### src/rtl/adcsm_pkg.sv
// shared constants and types of the multichannel converter smoother
`timescale 1ns / 1ps
package adcsm_pkg;

	localparam int SCALE_BITS = 10;
	localparam int CHANNELS   = 5;
	localparam int NUM_REGS   = 5;
	localparam int CHAN_W     = 3;
	localparam int REG_IDX_W  = 3;
	localparam int SAMPLE_W   = 10;
	localparam int DATA_W     = 16;
	localparam int ALPHA_W    = 11;
	localparam int RAW_SHIFT  = 6;
	localparam int ADDR_W     = (CHANNELS > 1) ? $clog2(CHANNELS) : 1;
	localparam int COEF_W     = SCALE_BITS + 1;
	localparam int ACC_W      = DATA_W + SCALE_BITS + 1;
	localparam int CMP_W      = (COEF_W > ALPHA_W) ? COEF_W : ALPHA_W;

	localparam logic [COEF_W-1:0]  SCALE_ONE = COEF_W'(1) << SCALE_BITS;
	localparam logic [ACC_W-1:0]   ROUND_HALF = ACC_W'(1) << (SCALE_BITS - 1);
	localparam logic [ALPHA_W-1:0] ALPHA_RST = ALPHA_W'((98 * (1 << SCALE_BITS)) / 100);

	typedef struct packed {
		logic              en;
		logic [ADDR_W-1:0] addr;
		logic [DATA_W-1:0] data;
	} store_wr_t;

	typedef struct packed {
		logic              en;
		logic [ADDR_W-1:0] addr;
	} store_rd_t;

endpackage

### src/rtl/adcsm_store.sv
// per-channel filter state memory with registered read
`timescale 1ns / 1ps
module adcsm_store (
	input  logic                      clk,
	input  logic                      arst_n,
	input  adcsm_pkg::store_rd_t      rd,
	input  adcsm_pkg::store_wr_t      wr,
	output logic [adcsm_pkg::DATA_W-1:0] rd_data
);
	import adcsm_pkg::*;

	logic [DATA_W-1:0]   mem [CHANNELS];
	logic [CHANNELS-1:0] vld_q;
	logic [DATA_W-1:0]   rd_q;
	logic                rd_vld_q;

	always_ff @(posedge clk) begin
		if (wr.en) begin
			mem[wr.addr] <= wr.data;
		end
	end

	always_ff @(posedge clk) begin
		if (rd.en) begin
			rd_q <= mem[rd.addr];
		end
	end

	// entries never written since reset read as zero
	always_ff @(posedge clk or negedge arst_n) begin
		if (!arst_n) begin
			vld_q    <= '0;
			rd_vld_q <= 1'b0;
		end else begin
			if (wr.en) begin
				vld_q[wr.addr] <= 1'b1;
			end
			if (rd.en) begin
				rd_vld_q <= vld_q[rd.addr];
			end
		end
	end

	assign rd_data = rd_vld_q ? rd_q : '0;

endmodule

### src/rtl/adcsm_alpha_regs.sv
// per-channel smoothing weight registers with saturation to full scale
`timescale 1ns / 1ps
module adcsm_alpha_regs (
	input  logic                            clk,
	input  logic                            arst_n,
	input  logic                            cfg_we,
	input  logic [adcsm_pkg::REG_IDX_W-1:0] cfg_addr,
	input  logic [adcsm_pkg::ALPHA_W-1:0]   cfg_wdata,
	input  logic [adcsm_pkg::CHAN_W-1:0]    sel_chan,
	output logic [adcsm_pkg::COEF_W-1:0]    coef
);
	import adcsm_pkg::*;

	logic [ALPHA_W-1:0] alpha_q [NUM_REGS];
	logic [ALPHA_W-1:0] alpha_sel;

	always_ff @(posedge clk or negedge arst_n) begin
		if (!arst_n) begin
			for (int i = 0; i < NUM_REGS; i++) begin
				alpha_q[i] <= ALPHA_RST;
			end
		end else if (cfg_we && (cfg_addr < REG_IDX_W'(NUM_REGS))) begin
			alpha_q[cfg_addr] <= cfg_wdata;
		end
	end

	always_comb begin
		alpha_sel = '0;
		if (sel_chan < CHAN_W'(NUM_REGS)) begin
			alpha_sel = alpha_q[sel_chan];
		end
	end

	// weight above full scale holds the old value
	assign coef = (CMP_W'(alpha_sel) > CMP_W'(SCALE_ONE)) ? SCALE_ONE : COEF_W'(alpha_sel);

endmodule

### src/rtl/multichannel_adc_iir_smoother_core.sv
// top level: converter sample smoother with per-channel read-modify-write filter state
//
//  channel | signals                                   | direction
//  --------+-------------------------------------------+----------
//  in      | in_valid, in_ready, chan, sample          | request in
//  out     | out_valid, out_ready, chan_out,           | request out
//          | raw_scaled, smoothed                      |
//  cfg     | cfg_we, cfg_addr, cfg_wdata               | write only
//
// one request per cycle sustained unless the output stalls; accept reads the
// state memory and forms the new-sample product, the update stage multiplies
// the old value and writes it back, then the output register takes the result;
// same-channel back-to-back requests take the written value through a bypass
// reset clears all state to zero and weights to 0.98 of full scale, no init pass
// out_ready low stalls the update stage and then in_ready
`timescale 1ns / 1ps
module multichannel_adc_iir_smoother_core (
	input  logic                            clk,
	input  logic                            arst_n,
	input  logic                            in_valid,
	output logic                            in_ready,
	input  logic [adcsm_pkg::CHAN_W-1:0]    chan,
	input  logic [adcsm_pkg::SAMPLE_W-1:0]  sample,
	output logic                            out_valid,
	input  logic                            out_ready,
	output logic [adcsm_pkg::CHAN_W-1:0]    chan_out,
	output logic [adcsm_pkg::DATA_W-1:0]    raw_scaled,
	output logic [adcsm_pkg::DATA_W-1:0]    smoothed,
	input  logic                            cfg_we,
	input  logic [adcsm_pkg::REG_IDX_W-1:0] cfg_addr,
	input  logic [adcsm_pkg::ALPHA_W-1:0]   cfg_wdata
);
	import adcsm_pkg::*;

	logic              accept;
	logic              adv_s1;
	logic              in_range;
	logic [DATA_W-1:0] raw;
	logic [COEF_W-1:0] coef;
	logic [ACC_W-1:0]  part;
	store_rd_t         store_rd;
	store_wr_t         store_wr;
	logic [DATA_W-1:0] rd_data;

	logic              valid_s1;
	logic [CHAN_W-1:0] chan_s1;
	logic [DATA_W-1:0] raw_s1;
	logic              in_range_s1;
	logic [COEF_W-1:0] coef_s1;
	logic [ACC_W-1:0]  part_s1;
	logic              fwd_s1;
	logic [DATA_W-1:0] fwd_data_s1;

	logic [DATA_W-1:0] old_val;
	logic [ACC_W-1:0]  acc;
	logic [DATA_W-1:0] new_val;

	logic              out_valid_q;
	logic [CHAN_W-1:0] chan_out_q;
	logic [DATA_W-1:0] raw_scaled_q;
	logic [DATA_W-1:0] smoothed_q;

	assign adv_s1   = valid_s1 && (!out_valid_q || out_ready);
	assign in_ready = !valid_s1 || adv_s1;
	assign accept   = in_valid && in_ready;
	assign in_range = chan < CHAN_W'(CHANNELS);
	assign raw      = DATA_W'(sample) << RAW_SHIFT;

	adcsm_alpha_regs u_alpha (
		.clk       (clk),
		.arst_n    (arst_n),
		.cfg_we    (cfg_we),
		.cfg_addr  (cfg_addr),
		.cfg_wdata (cfg_wdata),
		.sel_chan  (chan),
		.coef      (coef)
	);

	// new-sample term with rounding, independent of the stored value
	assign part = ACC_W'(raw) * ACC_W'(SCALE_ONE - coef) + ROUND_HALF;

	assign store_rd.en   = accept && in_range;
	assign store_rd.addr = ADDR_W'(chan);

	adcsm_store u_store (
		.clk     (clk),
		.arst_n  (arst_n),
		.rd      (store_rd),
		.wr      (store_wr),
		.rd_data (rd_data)
	);

	always_ff @(posedge clk or negedge arst_n) begin
		if (!arst_n) begin
			valid_s1 <= 1'b0;
		end else if (in_ready) begin
			valid_s1 <= in_valid;
		end
	end

	always_ff @(posedge clk) begin
		if (accept) begin
			chan_s1     <= chan;
			raw_s1      <= raw;
			in_range_s1 <= in_range;
			coef_s1     <= coef;
			part_s1     <= part;
			// same channel written back at this edge: memory read is stale
			fwd_s1      <= store_wr.en && (chan_s1 == chan);
			fwd_data_s1 <= new_val;
		end
	end

	assign old_val = fwd_s1 ? fwd_data_s1 : rd_data;
	assign acc     = ACC_W'(old_val) * ACC_W'(coef_s1) + part_s1;
	assign new_val = acc[SCALE_BITS +: DATA_W];

	assign store_wr.en   = adv_s1 && in_range_s1;
	assign store_wr.addr = ADDR_W'(chan_s1);
	assign store_wr.data = new_val;

	always_ff @(posedge clk or negedge arst_n) begin
		if (!arst_n) begin
			out_valid_q <= 1'b0;
		end else if (!out_valid_q || out_ready) begin
			out_valid_q <= valid_s1;
		end
	end

	always_ff @(posedge clk) begin
		if (adv_s1) begin
			chan_out_q   <= chan_s1;
			raw_scaled_q <= raw_s1;
			smoothed_q   <= in_range_s1 ? new_val : '0;
		end
	end

	assign out_valid  = out_valid_q;
	assign chan_out   = chan_out_q;
	assign raw_scaled = raw_scaled_q;
	assign smoothed   = smoothed_q;

`ifndef ASSERT_OFF
	a_wr_lands_in_out: assert property (@(posedge clk) disable iff (!arst_n)
		store_wr.en |=> out_valid_q)
		else $error("state write without a result");

	a_oor_zero: assert property (@(posedge clk) disable iff (!arst_n)
		(out_valid_q && (chan_out_q >= CHAN_W'(CHANNELS))) |-> (smoothed_q == '0))
		else $error("out-of-range channel gave nonzero result");

	a_stall_holds_s1: assert property (@(posedge clk) disable iff (!arst_n)
		!in_ready |-> (valid_s1 && out_valid_q && !out_ready))
		else $error("input stalled without a full pipeline");

	a_fwd_needs_write: assert property (@(posedge clk) disable iff (!arst_n)
		(accept && !(store_wr.en && (chan_s1 == chan))) |=> !fwd_s1)
		else $error("bypass taken without a write-back");
`endif

endmodule

### config.mk
export PLATFORM = sky130hd
export DESIGN_NAME = multichannel_adc_iir_smoother_core
export DESIGN_NICKNAME = d
export VERILOG_FILES = /design/src/rtl/adcsm_pkg.sv /design/src/rtl/adcsm_store.sv /design/src/rtl/adcsm_alpha_regs.sv /design/src/rtl/multichannel_adc_iir_smoother_core.sv
export SDC_FILE = /design/constraint.sdc
export NUM_CORES = 1
export LEC_CHECK = 0
export BUFFER_PORTS_ARGS = -buffer_cell sky130_fd_sc_hd__buf_2
export CAP_MARGIN = 20
export CORE_MARGIN = 2
export CORE_UTILIZATION = 55
export CTS_CLUSTER_DIAMETER = 200
export DETAILED_ROUTE_END_ITERATION = 7
export GPL_ROUTABILITY_DRIVEN = 1
export GPL_TIMING_DRIVEN = 0
export MAX_ROUTING_LAYER = met4
export PLACE_DENSITY = 0.84
export SLEW_MARGIN = 0
export SYNTH_ARGS = -nofsm -noshare
export SYNTH_HDL_FRONTEND = slang
export SYNTH_SLANG_ARGS = --single-unit
export TNS_END_PERCENT = 10
### constraint.sdc
create_clock -name clk -period 14.1 [get_ports clk]
set_clock_uncertainty 0.1 [all_clocks]
set_input_delay 0.705 -clock clk [delete_from_list [all_inputs] [get_ports clk]]
set_output_delay 0.705 -clock clk [all_outputs]
set_load 0.01 [all_outputs]
# Word level (Yosys, flattened, before mapping)

Memories as Yosys holds them, arrays and structs flattened. A register that Yosys moved wholly into a read port is not among the register bits.
Index checks and enable logic that the tools add are counted.

Flip-flop bits (word level): 160
Memory bits (writable): 80
Input bits: 32
Output and inout port bits: 37
Memories kept: 1

Add/subtract/negate cells: 3
$mul: 2
$lt $le $gt $ge: 9
Eq/ne operators: 1
Muxes and demuxes: 16
Bitwise gates (word level): 3
Reductions and logical operators: 12

Memories:

| name        | depth | bits a word | rd ports | clocked after memory_dff | wr ports | line              | RTL |
|---|---|---|---|---|---|---|---|
| u_store.mem | 5     | 16          | 1        | 1                        | 1        | adcsm_store.sv:12 | `logic [DATA_W-1:0] mem [CHANNELS];` |

Operators with widths:

| kind                                                              | number |
|---|---|
| bitwise mux 55 bit                                                | 1 |
| two-way mux 11 bit                                                | 5 |
| binary-select mux 11 bit (select 3 bit)                           | 1 |
| demux 11 bit (select 3 bit)                                       | 1 |
| two-way mux 16 bit                                                | 2 |
| multiplier 10 x 27 -> 20 bit                                      | 1 |
| adder 26 x 10 -> 26 bit, second input constant                    | 1 |
| adder 26 bit                                                      | 1 |
| multiplier 16 x 11 -> 26 bit                                      | 1 |
| subtractor 11 x 11 -> 12 bit, first input constant                | 1 |
| greater-than comparator 11 bit, second input constant             | 1 |
| greater-or-equal comparator 4 bit, second input constant          | 2 |
| logical AND 1 bit                                                 | 8 |
| less-than comparator 3 x 4 -> 1 bit, second input constant        | 2 |
| NOT 3 -> 4 bit                                                    | 2 |
| less-than comparator 3 bit, second input constant                 | 2 |
| OR 5 bit                                                          | 1 |
| less-than comparator 4 x 1 -> 1 bit, second input constant        | 1 |
| two-way mux 1 bit                                                 | 4 |
| binary-select mux 1 bit (select 3 bit)                            | 1 |
| demux 1 bit (select 3 bit)                                        | 1 |
| == test 3 bit                                                     | 1 |
| greater-or-equal comparator 3 x 1 -> 1 bit, second input constant | 1 |
| zero test 1 bit                                                   | 2 |
| logical OR 1 bit                                                  | 2 |

# Depth between registers and ports, before layout

Gate-level depths: netlist of run 1.

Depth after elaboration: 10
Mapped depth: 37

# Hierarchy

A second synthesis of run 1 with hierarchy kept.

Cells, all modules: 1703
Area total of the unflattened synthesis: 20150.6 um2

By module, submodules not included:

| module                             | times used | cells an instance | area each (um2) |
|---|---|---|---|
| multichannel_adc_iir_smoother_core | 1          | 1353              | 13619.3 |
| adcsm_store                        | 1          | 177               | 3888.7 |
| adcsm_alpha_regs                   | 1          | 173               | 2642.5 |

# Least setup slack after synthesis of run 1

OpenSTA, ideal clock, no wires.

Path kind: input port to flip-flop
From: input chan[0] (netlist name)
To: register part_s1[25] (data pin)
Data arrival time: 8.552 ns
Required time: 13.740 ns
Setup slack: 5.188 ns
Stages on the path: 31
Buffers on the path: 3
Path through: buf_6 mux4_2 or4_1 a211oi_2 a31o_2 a21oi_4 buf_6 nor2_1 buf_2 inv_1 ha_1 inv_1 a21oi_1 xnor2_1 nand2_1 fa_1 inv_1 fa_1 fa_1 fa_1 inv_1 fa_1 inv_1 ha_1 a21o_1 a2111o_1 o21bai_1 mux2i_1 a2111oi_0 nand4b_1 xnor2_1

Cells in the longest elaborated chain, start to end: 10
Elaborated cells between the ends (all ways): 11
Classes of those cells: add/sub (2); mul (1); order compare (2); mux (5); bitwise (1)

Ends and longest elaborated chain:

| element                                               | line                                      | RTL |
|---|---|---|
| from (decl)                                           | multichannel_adc_iir_smoother_core.sv:22  | `input logic [adcsm_pkg::CHAN_W-1:0] chan,` |
| NOT 3 -> 4 bit (not written as such)                  | adcsm_alpha_regs.sv:30                    | `alpha_sel = alpha_q[sel_chan];` |
| binary-select mux 11 bit (select 3 bit)               | adcsm_alpha_regs.sv:30                    |  |
| two-way mux 11 bit (not written as such) (2 in a row) | adcsm_alpha_regs.sv:30                    |  |
| two-way mux 11 bit (*)                                | adcsm_alpha_regs.sv:29                    | `if (sel_chan < CHAN_W'(NUM_REGS)) begin` |
| greater-than comparator 11 bit                        | adcsm_alpha_regs.sv:35                    | `assign coef = (CMP_W'(alpha_sel) > CMP_W'(SCALE_ONE)) ? SCALE_ONE : COEF_W'(alpha_sel);` |
| two-way mux 11 bit (*)                                | adcsm_alpha_regs.sv:35                    |  |
| via coef[0]                                           | multichannel_adc_iir_smoother_core.sv:39  | `logic [COEF_W-1:0] coef;` |
| subtractor 11 x 11 -> 12 bit (*)                      | multichannel_adc_iir_smoother_core.sv:80  | `assign part = ACC_W'(raw) * ACC_W'(SCALE_ONE - coef) + ROUND_HALF;` |
| multiplier 10 x 27 -> 20 bit (*)                      | multichannel_adc_iir_smoother_core.sv:80  |  |
| adder 26 x 10 -> 26 bit (*)                           | multichannel_adc_iir_smoother_core.sv:80  |  |
| via part[25]                                          | multichannel_adc_iir_smoother_core.sv:40  | `logic [ACC_W-1:0] part;` |
| to (signal assigned)                                  | multichannel_adc_iir_smoother_core.sv:107 | `part_s1 <= part;` |
| to (decl)                                             | multichannel_adc_iir_smoother_core.sv:50  | `logic [ACC_W-1:0] part_s1;` |

Mark *: on every way through the listed nets, which the timed path passes. The rest lies on a longest branch. The select of a mux whose other input is x is not followed.
A chain may end at the register's enable or synchronous reset.

# Worst setup path after layout of run 1

Same ends and word-level chain as after synthesis.

==> summary.md, run 1 <==
| Metric | Value |
|---|---|
| Cell types occupying the most area after synthesis | `edfxtp_1 28%, fa_1 24%, ha_1 5.9%, dfstp_2 5.3%, inv_1 5.1%` |
| Fraction of layout instances using a drive strength above 1 | `16.03%` |
| Resized Gates After CTS | `0` |
| Combined global-route utilization of all metal layers | `22.99%` |
| Number of placed instances with taps included | `2224` |
| Number of input and output port buffers inserted | `62` |
| Detailed-route wire length per cell | `18.07 um` |
| Arr. time, crit path | `10.49 ns` |
| Class of the worst hold path | `input pin to flop` |
| Critical path capture point type | `flop` |
| Cell type with the highest occurrence count on the critical path | `inv_1` |
| Unrepaired setup endpoints after global routing | `no` |
| Achievable clock frequency | `97.73 MHz` |
| Largest fanout on the critical path | `10` |
| Most instantiated flip-flop cell in the synthesis netlist | `edfxtp_1` |
| Startpoint of the worst-slack reg-to-reg timing path | `u_alpha.alpha_q[19]$_DFFE_PN1P_` |
| Routability congestion estimate | `0.9022` |
| Post-synthesis sequential area ratio | `36.50%` |
| Pin count of the biggest net entering global routing | `64` |
| Global routing's busiest layer | `met2` |
| Antenna violations before repair | `0` |
| Library cells used by synthesis | `70` |
| Layout area overhead | `9.692%` |
| Global-route wire length before repair | `67630 um` |
| Number of clock buffers inserted by TritonCTS | `25` |
| Post-synth ARST share | `25.20%` |
| Area of the core region | `35570 um2` |
| Final Hold Vio Count | `0` |
| Total half-perimeter wirelength after legalization and detailed placement | `32130 um` |
| Number of enable-type register cells in the synthesized netlist | `187` |
| Maximum clock insertion buffer count | `3` |
| Die X-Extent | `193.9 um` |
| Number of antenna cells inserted | `0` |
| Clock latency on the worst-skew pair | `0.55 ns` |
| Max stage delay on crit path | `0.91 ns` |
| Final-stage net count | `2155` |
| Element type at the critical path start | `input pin` |
| Met3 track utilization from global routing | `3.131%` |
| Vias in the first global route | `13620` |
| Final number of max-transition violations | `0` |
| Depth of the CTS H-tree | `1` |
| Via Count | `12820` |
| Count of synthesis-stage warnings from yosys | `0` |
| Post-route setup TNS | `0 ns` |
| Crit path max-delay family | `adder cells` |
| Placement-stage cell area | `20910 um2` |
| Height of the die | `193.9 um` |
| Worst EP required | `14.36 ns` |
| Count of routing violations after the opening detailed-route iteration | `894` |
| Final design instance area without fill | `21770 um2` |
| Clock tree from TritonCTS | `built` |
| Post-CTS Setup Bufs | `0` |
| I/O Pins | `69` |
| Syn Area/Cell | `11.88 um2` |
| M2 GR Usage | `38.49%` |
| Status | `finished, final reports clean` |
| Hold Path Origin | `sample[1]` |
| Overall overflow remaining after global route | `0` |
| Area leader, netlist | `edfxtp_1` |
| Total of fill cells in the finished design | `2685` |
| MaxCap Viol Count | `0` |
| Total number of clock tree sinks | `250` |
| Initial core utilization | `55.79%` |
| Clock period minus final worst setup slack | `10.23 ns` |
| FP Rows | `69` |
| Router iterations before antenna repair | `5` |
| Met1 demand-to-capacity share in global routing | `28.98%` |
| Hold bufs inserted after CTS | `0` |
| Synth Register Bits | `250` |
| Post-detailed-route via-to-cell ratio | `5.649` |
| Post-route DRC violation count | `0` |
| Cells after synthesis | `1670` |
| Final-report setup violation count | `0` |
| Syn Std Cell Area | `19840 um2` |
| CTS Root Cell | `clkbuf_16` |
| Final instance count without filler cells | `2270` |
| Transition time at the pin with the least slew margin | `1.102 ns` |
| Portion of the clock cycle consumed by the worst path in the final layout | `72.57%` |
| Synth top area share | `28.30%` |
| Critical path launch point | `chan[0]` |
| Number of routed nets with antenna violations | `0` |
| Crit path max-delay cell type | `xnor2_1` |
| Count of buffering cells on the critical path with inverters included | `11` |
| Slew margin rel. | `25.99%` |
| Floorplan die area | `37610 um2` |
| WS Path Type | `input pin to flop` |
| Clock slew at the register clock pins of the worst setup and hold paths | `0.06 ns` |
| Routed WL | `41030 um` |
| Utilization of the core after routing | `61.19%` |
[synthesized netlist by cell type, types with 5 or more instances]
cell and count:
inv_1 270, fa_1 239, edfxtp_1 187, nand2_1 182, and2_1 146, ha_1 93, mux2_2 71, clkbuf_1 48
dfstp_2 40, xnor2_1 40, nor2_1 28, o21ai_0 26, dfrtp_1 23, mux4_2 23, a21oi_1 19, xor2_1 17
a22o_1 15, nor3_1 13, nand2b_1 12, a21o_1 11, mux2i_1 11, nand3_1 11, and3_1 9, nor2b_1 9
or2_2 9, a31oi_1 7, o21a_1 7, buf_4 6, o31ai_1 6, buf_1 5, nand4_1 5, nor4_1 5
o22ai_1 5
[layer usage]
layer / vias up / share of wire, % / wire length, um
met3: 106 / 6.8 / 2790
met4: 0 / 3.5 / 1425
met2: 500 / 51 / 20860
met5: - / 0 / 0
met1: 6552 / 39 / 15950
li1: 5665 / - / -
[worst paths after layout]
check                                             endpoint  slack, ns  depth (start not counted)
max                                  part_s1[25]$_DFFE_PP_       3.87                         35
min                                    raw_s1[7]$_DFFE_PP_       0.26                          1
max reg2reg                          part_s1[25]$_DFFE_PP_       4.01                         33
min reg2reg                       raw_scaled[11]$_DFFE_PP_       0.32                          0
max in group asynchronous  u_alpha.alpha_q[36]$_DFFE_PN1P_      13.25                          2
min in group asynchronous  u_alpha.alpha_q[29]$_DFFE_PN1P_       0.33                          1
[flip-flops by register name, indices dropped and copies added, names as in the netlist, 3 cells and up]
signal / count
smoothed: 16
part_s1: 20
chan_out: 3
raw_scaled: 10
u_store.vld_q: 5
u_store.rd_q: 16
u_store.mem: 80
raw_s1: 10
fwd_data_s1: 16
u_alpha.alpha_q: 55
chan_s1: 3
coef_s1: 11
[layout make-up]
class	count	area (um2)	area share, %
Buffer	66	297.8	1.368
Clock buffer	31	699.4	3.213
Clock inverter	14	145.1	0.6668
Inverter	270	1013	4.656
Multi-Input combinational cell	1109	11410	52.41
Sequential cell	250	7242	33.27
Tap cell	461	576.8	2.650
Timing Repair Buffer	69	382.9	1.759
[cell usage in the layout (no fill, tap or decap), types with 26 or more instances in the layout]
cell	instances
and2_1	144
buf_2	66
clkbuf_1	50
clkbuf_16	26
conb_1	27
dfstp_2	40
edfxtp_1	187
fa_1	239
ha_1	93
inv_1	270
mux2_2	71
nand2_1	182
nor2_1	27
o21ai_0	26
xnor2_1	40
[cell families after synthesis]
| family | Yosys count | synth area share, % |
|---|---|---|
| other | 2 | 0.03785 |
| AO/OA/AOI/OAI | 134 | 5.013 |
| XOR/XNOR | 60 | 2.932 |
| flip-flops | 250 | 36.50 |
| buffers and inverters | 336 | 6.608 |
| multiplexers | 105 | 7.195 |
| adder cells (fa/ha/maj) | 332 | 29.98 |
| AND/OR/NAND/NOR | 451 | 11.74 |
[per-stage QoR]
stage	hold slack, ns	setup slack (ns)
after floorplan	0.3003	5.188
after global placement	0.3030	3.562
after detailed placement	0.3052	3.441
after CTS	0.2485	3.971
after global routing	0.2490	3.346
final	0.2615	3.868
Power of run 1 is not shown: default switching activity piles up to over one toggle a cycle in this logic, so the estimate is an artifact.
==> run 2: changes to the inputs <==
clock period = 10.06 ns   (was 14.1 ns; I/O delays follow)
==> summary.md, run 2 (synthesis results as in run 1) <==
| Metric | Value |
|---|---|
| Status | `finished, final reports clean` |
| Final Hold Vio Count | `0 (unchanged)` |
| Initial core utilization | `55.79% (unchanged)` |
| Via Count | `12800 (-0.17%)` |
| Clock period minus final worst setup slack | `9.686 ns` |
| Floorplan die area | `37610 um2 (unchanged)` |
| Clock slew at the register clock pins of the worst setup and hold paths | `0.06 ns (about the same)` |
| CTS Root Cell | `clkbuf_16` |
| WS Path Type | `flop to flop` |
| Post-route DRC violation count | `0 (unchanged)` |
| Number of antenna cells inserted | `0 (unchanged)` |
| MaxCap Viol Count | `0 (unchanged)` |
| Leading cell type in the layout, fill and taps excluded | `inv_1` |
| Cell type with the highest occurrence count on the critical path | `inv_1` |
| Placement-stage cell area | `20910 um2 (unchanged)` |
| Worst EP required | `10.24 ns (-4.12 ns)` |
| Register name with the most flops | `u_store.mem` |
| Area used by multi-input combinational logic | `11440 um2 (+0.27%)` |
| Routability congestion estimate | `0.9022 (unchanged)` |
| Overall overflow remaining after global route | `0 (unchanged)` |
| Storage cell area | `7242 um2 (unchanged)` |
| I/O Pins | `69 (unchanged)` |
| Number of input and output port buffers inserted | `62 (unchanged)` |
| Total of fill cells in the finished design | `2680 (-0.19%)` |
| Router iterations before antenna repair | `5 (unchanged)` |
| Total half-perimeter wirelength after legalization and detailed placement | `32130 um (unchanged)` |
| Class of the worst hold path | `input pin to flop` |
| Unrepaired setup endpoints after global routing | `no` |
| Transition time at the pin with the least slew margin | `0.9987 ns (-0.1036 ns)` |
| Post-detailed-route via-to-cell ratio | `5.639 (-0.17%)` |
| Fraction of layout instances using a drive strength above 1 | `16.20% (+0.17 points)` |
| Pin count of the biggest net entering global routing | `64 (unchanged)` |
| Largest fanout on the critical path | `10 (unchanged)` |
| Crit path max-delay cell type | `a2111oi_0` |
| Number of flip-flops in the largest register | `80 (unchanged)` |
| Post-CTS Setup Bufs | `0 (unchanged)` |
| Die X-Extent | `193.9 um (unchanged)` |
| Number of clock buffers inserted by TritonCTS | `25 (unchanged)` |
| Number of routed nets with antenna violations | `0 (unchanged)` |
| Final design instance area without fill | `21800 um2 (+0.14%)` |
| Final-report setup violation count | `0 (unchanged)` |
| Height of the die | `193.9 um (unchanged)` |
| Arr. time, crit path | `9.87 ns (-0.62 ns)` |
| Largest regs | `u_store.mem (80), u_alpha.alpha_q (55), part_s1 (20)` |
| Total number of clock tree sinks | `250 (unchanged)` |
| Maximum clock insertion buffer count | `3 (unchanged)` |
| Element type at the critical path start | `flop` |
| Portion of the clock cycle consumed by the worst path in the final layout | `96.28%` |
| Antenna violations before repair | `0 (unchanged)` |
| Clock tree from TritonCTS | `built` |
| FP Rows | `69 (unchanged)` |
| Clock latency on the worst-skew pair | `0.55 ns (about the same)` |
| Detailed-route wire length per cell | `18.13 um (+0.28%)` |
| Final-stage net count | `2155 (unchanged)` |
| Area of the core region | `35570 um2 (unchanged)` |
| Vias in the first global route | `13620 (unchanged)` |
| Commonest non-fill, non-tap cells in the layout | `270 x inv_1, 239 x fa_1, 187 x edfxtp_1, 182 x nand2_1, 144 x and2_1` |
| Critical path capture point type | `flop` |
| Post-route setup TNS | `0 ns (unchanged)` |
| Max stage delay on crit path | `0.61 ns (-0.30 ns)` |
| Final number of max-transition violations | `0 (unchanged)` |
| Combined global-route utilization of all metal layers | `22.99% (unchanged)` |
| Layout area overhead | `9.850%` |
| Slew margin rel. | `32.72% (+6.7 points)` |
| Depth of the CTS H-tree | `1 (unchanged)` |
| Routed WL | `41150 um (+0.28%)` |
| Achievable clock frequency | `103.2 MHz` |
| Count of routing violations after the opening detailed-route iteration | `820 (-8.3%)` |
| Global-route wire length before repair | `67630 um (unchanged)` |
[run 2: cell counts in the layout (fill, tap and decap cells not counted)]
No cell type changed its count.
[run 2: area by class of cell]
class	instances	share of cell area, %
plain buffers	66	1.366
clock buffers	31	3.209
clock inverters	14	0.6659
inverters	270	4.650
multi-input cells	1109	52.48
flip-flops and latches	250	33.22
well taps	461	2.646
repair buffers	69	1.756
[run 2: worst paths after layout]
kind	start	depth (start not counted)	slack, ns	to
worst min register to register	raw_s1[7]$_DFFE_PP_	0	0.32	raw_scaled[7]$_DFFE_PP_
max in group asynchronous	arst_n	2	9.41	u_alpha.alpha_q[36]$_DFFE_PN1P_
worst min-delay path	sample[1]	1	0.06	raw_s1[7]$_DFFE_PP_
worst max-delay path	u_alpha.alpha_q[19]$_DFFE_PN1P_	32	0.37	part_s1[25]$_DFFE_PP_
worst max register to register	u_alpha.alpha_q[19]$_DFFE_PN1P_	32	0.37	part_s1[25]$_DFFE_PP_
min in group asynchronous	arst_n	1	0.12	u_alpha.alpha_q[29]$_DFFE_PN1P_
[run 2: timing repair]
| item | CTS | global route |
|---|---|---|
| setup endpoints to repair | 0 | 7 |
| resized for setup | 0 | 4 |
| hold buffers | 0 | 0 |
[run 2: layer usage]
metal	wire [um]	up-vias	track usage [%]	part of all wire [%]
li1	-	5671	-	-
met4	1381	0	8.109	3.4
met3	2772	109	3.131	6.7
met1	16070	6527	28.98	39
met5	0	-	-	0
met2	20930	494	38.49	51
[run 2: critical path, delay by kind of cell (launching register included)]
| kind | cells | cell delay [ns] |
|---|---|---|
| adders and majority gates | 7 | 3.21 |
| AOI/OAI and AO/OA | 8 | 2.19 |
| and+or+nand+nor | 6 | 1.72 |
| buffers and inverters | 8 | 1.01 |
| muxes | 2 | 0.66 |
| DFF | 1 | 0.37 |
| xor gates and xnor gates | 1 | 0.12 |
[run 2: stage by stage]
| step | utilization, % | setup WS, ns | std cells | hold slack [ns] |
|---|---|---|---|---|
| 6_report | 61.28 | 0.3739 | 2270 | 0.06178 |
| 5_1_grt | 61.28 | 0.005039 | 2270 | 0.04699 |
| 4_1_cts | 61.15 | 0.05921 | 2269 | 0.04646 |
| 3_5_place_dp | 58.78 | -0.3973 | 2224 | 0.3052 |
| 3_3_place_gp | 58.54 | -0.2757 | 2218 | 0.3030 |
| 2_1_floorplan | - | 1.350 | 1695 | 0.1074 |
Power of run 2 is left out for the same reason.
==> run 3: changes to the inputs <==
CORE_ASPECT_RATIO = 0.5   (was default)
CTS_BUF_LIST = sky130_fd_sc_hd__clkbuf_16   (was default)
==> summary.md, run 3 (synthesis results as in run 1) <==
| Metric | Value |
|---|---|
| Status | `finished, final reports clean` |
| Element type at the critical path start | `flop` |
| Final Hold Vio Count | `0 (unchanged)` |
| Final number of max-transition violations | `0 (unchanged)` |
| Height of the die | `138.3 um (-29%)` |
| Pin count of the biggest net entering global routing | `64 (unchanged)` |
| Number of input and output port buffers inserted | `62 (unchanged)` |
| Total half-perimeter wirelength after legalization and detailed placement | `33240 um (+3.5%)` |
| Crit path max-delay cell type | `a2111oi_1` |
| Critical path capture point type | `flop` |
| Clock slew at the register clock pins of the worst setup and hold paths | `0.06 ns (about the same)` |
| Number of flip-flops in the largest register | `80 (unchanged)` |
| Largest regs | `u_store.mem (80), u_alpha.alpha_q (55), part_s1 (20)` |
| Initial core utilization | `55.52% (-0.27 points)` |
| Die X-Extent | `272.6 um (+41%)` |
| Fraction of layout instances using a drive strength above 1 | `15.60% (-0.60 points)` |
| Area used by multi-input combinational logic | `11420 um2 (-0.15%)` |
| Final-stage net count | `2155 (unchanged)` |
| CTS Root Cell | `clkbuf_16` |
| MaxCap Viol Count | `0 (unchanged)` |
| Area of the core region | `35740 um2 (+0.49%)` |
| Combined global-route utilization of all metal layers | `24.72% (+1.7 points)` |
| WS Path Type | `flop to flop` |
| Commonest non-fill, non-tap cells in the layout | `278 x inv_1, 239 x fa_1, 187 x edfxtp_1, 182 x nand2_1, 144 x and2_1` |
| FP Rows | `49 (-29%)` |
| Final setup margin | `0.4464 ns (+0.07255 ns)` |
| Worst EP required | `10.21 ns (-0.03 ns)` |
| Antenna violations before repair | `4 (+4)` |
| Setup Slack @ Placement | `-0.2975 ns (+0.09980 ns)` |
| Transition time at the pin with the least slew margin | `1.118 ns (+0.1197 ns)` |
| Via Count | `12830 (+0.22%)` |
| Layout area overhead | `9.320%` |
| Detailed-route wire length per cell | `19.04 um (+5.1%)` |
| Routed WL | `43730 um (+6.3%)` |
| Post-CTS Setup Bufs | `0 (unchanged)` |
| Storage cell area | `7242 um2 (unchanged)` |
| Class of the worst hold path | `input pin to flop` |
| Count of routing violations after the opening detailed-route iteration | `1228 (+50%)` |
| Vias in the first global route | `13780 (+1.2%)` |
| Post-route DRC violation count | `0 (unchanged)` |
| Maximum clock insertion buffer count | `3 (unchanged)` |
| Max stage delay on crit path | `0.57 ns (-0.04 ns)` |
| Leading cell type in the layout, fill and taps excluded | `inv_1` |
| Global-route wire length before repair | `71210 um (+5.3%)` |
| Final-report setup violation count | `0 (unchanged)` |
| Achievable clock frequency | `104.0 MHz (+0.75%)` |
| Depth of the CTS H-tree | `1 (unchanged)` |
| Largest fanout on the critical path | `10 (unchanged)` |
| Floorplan die area | `37710 um2 (+0.25%)` |
| Clock latency on the worst-skew pair | `0.51 ns (-0.04 ns)` |
| Total of fill cells in the finished design | `2613 (-2.5%)` |
| Clock period minus final worst setup slack | `9.614 ns (-0.07255 ns)` |
| Routability congestion estimate | `0.9118 (+1.1%)` |
| Arr. time, crit path | `9.77 ns (-0.10 ns)` |
| Slew margin rel. | `24.65% (-8.1 points)` |
| Overall overflow remaining after global route | `0 (unchanged)` |
| Router iterations before antenna repair | `5 (unchanged)` |
| Post-detailed-route via-to-cell ratio | `5.588 (-0.92%)` |
| Portion of the clock cycle consumed by the worst path in the final layout | `95.56% (-0.72 points)` |
| Register name with the most flops | `u_store.mem` |
| Number of clock buffers inserted by TritonCTS | `24 (-4.0%)` |
| Number of routed nets with antenna violations | `0 (unchanged)` |
| Total number of clock tree sinks | `250 (unchanged)` |
| Clock tree from TritonCTS | `built` |
| I/O Pins | `69 (unchanged)` |
==> run 3: final cells by class <==
| type | instances | share of cell area, % |
|---|---|---|
| antenna | 4 | 0.04614 |
| timing repair buffer | 70 | 1.800 |
| tap | 484 | 2.792 |
| sequential | 250 | 33.39 |
| multi-input combinational | 1109 | 52.66 |
| inverter | 270 | 4.672 |
| clock buffer | 25 | 2.884 |
| buffer | 66 | 1.373 |
| clock inverter | 18 | 0.3922 |
==> run 3: worst paths after layout <==
kind                       depth (start not counted)                              end                            start  slack (ns)
max                                               31            part_s1[25]$_DFFE_PP_  u_alpha.alpha_q[19]$_DFFE_PN1P_        0.45
min                                                1             chan_s1[1]$_DFFE_PP_                          chan[1]        0.09
max reg2reg                                       31            part_s1[25]$_DFFE_PP_  u_alpha.alpha_q[19]$_DFFE_PN1P_        0.45
min reg2reg                                        0         raw_scaled[13]$_DFFE_PP_             raw_s1[13]$_DFFE_PP_        0.32
max in group asynchronous                          3  u_alpha.alpha_q[36]$_DFFE_PN1P_                           arst_n        8.67
min in group asynchronous                          2  u_alpha.alpha_q[32]$_DFFE_PN0P_                           arst_n        0.51
==> run 3: critical path: cells and delay by family, from the launching register on <==
| kind | cells | cell delay (ns) |
|---|---|---|
| compound gates | 7 | 1.78 |
| xor+xnor | 2 | 0.63 |
| fa+ha+maj | 7 | 3.26 |
| buf+inv | 8 | 1.20 |
| flops | 1 | 0.37 |
| mux | 2 | 0.68 |
| simple gates | 5 | 1.33 |
==> run 3: per-stage QoR <==
step | setup TNS (ns) | instances | area [um2] | utilization (%) | hold WS, ns
finish | 0 | 2296 | 21690 | 60.69 | 0.09290
global route | -0.01729 | 2296 | 21690 | 60.69 | 0.07842
CTS | 0 | 2292 | 21670 | 60.62 | 0.08090
detailed placement | -0.4510 | 2248 | 20950 | 58.61 | 0.3056
global placement | -1.006 | 2241 | 20850 | 58.34 | 0.3005
floorplan | 0 | 1695 | 19940 | - | 0.1074
==> run 3: per-layer routing <==
| metal | vias to the layer above | global-route usage, % | routed length (um) |
|---|---|---|---|
| met5 | - | - | 0 |
| met4 | 0 | 9.370 | 1717 |
| met3 | 115 | 3.213 | 2885 |
| met2 | 534 | 40.74 | 21710 |
| met1 | 6503 | 31.51 | 17410 |
| li1 | 5677 | - | - |
==> run 3: what timing repair did <==
item,4_1_cts,5_1_grt
setup endpoints to repair,0,6
resized for setup,0,3
endpoints found under the hold margin,11,0
hold buffers,1,0
Power of run 3 is left out for the same reason.
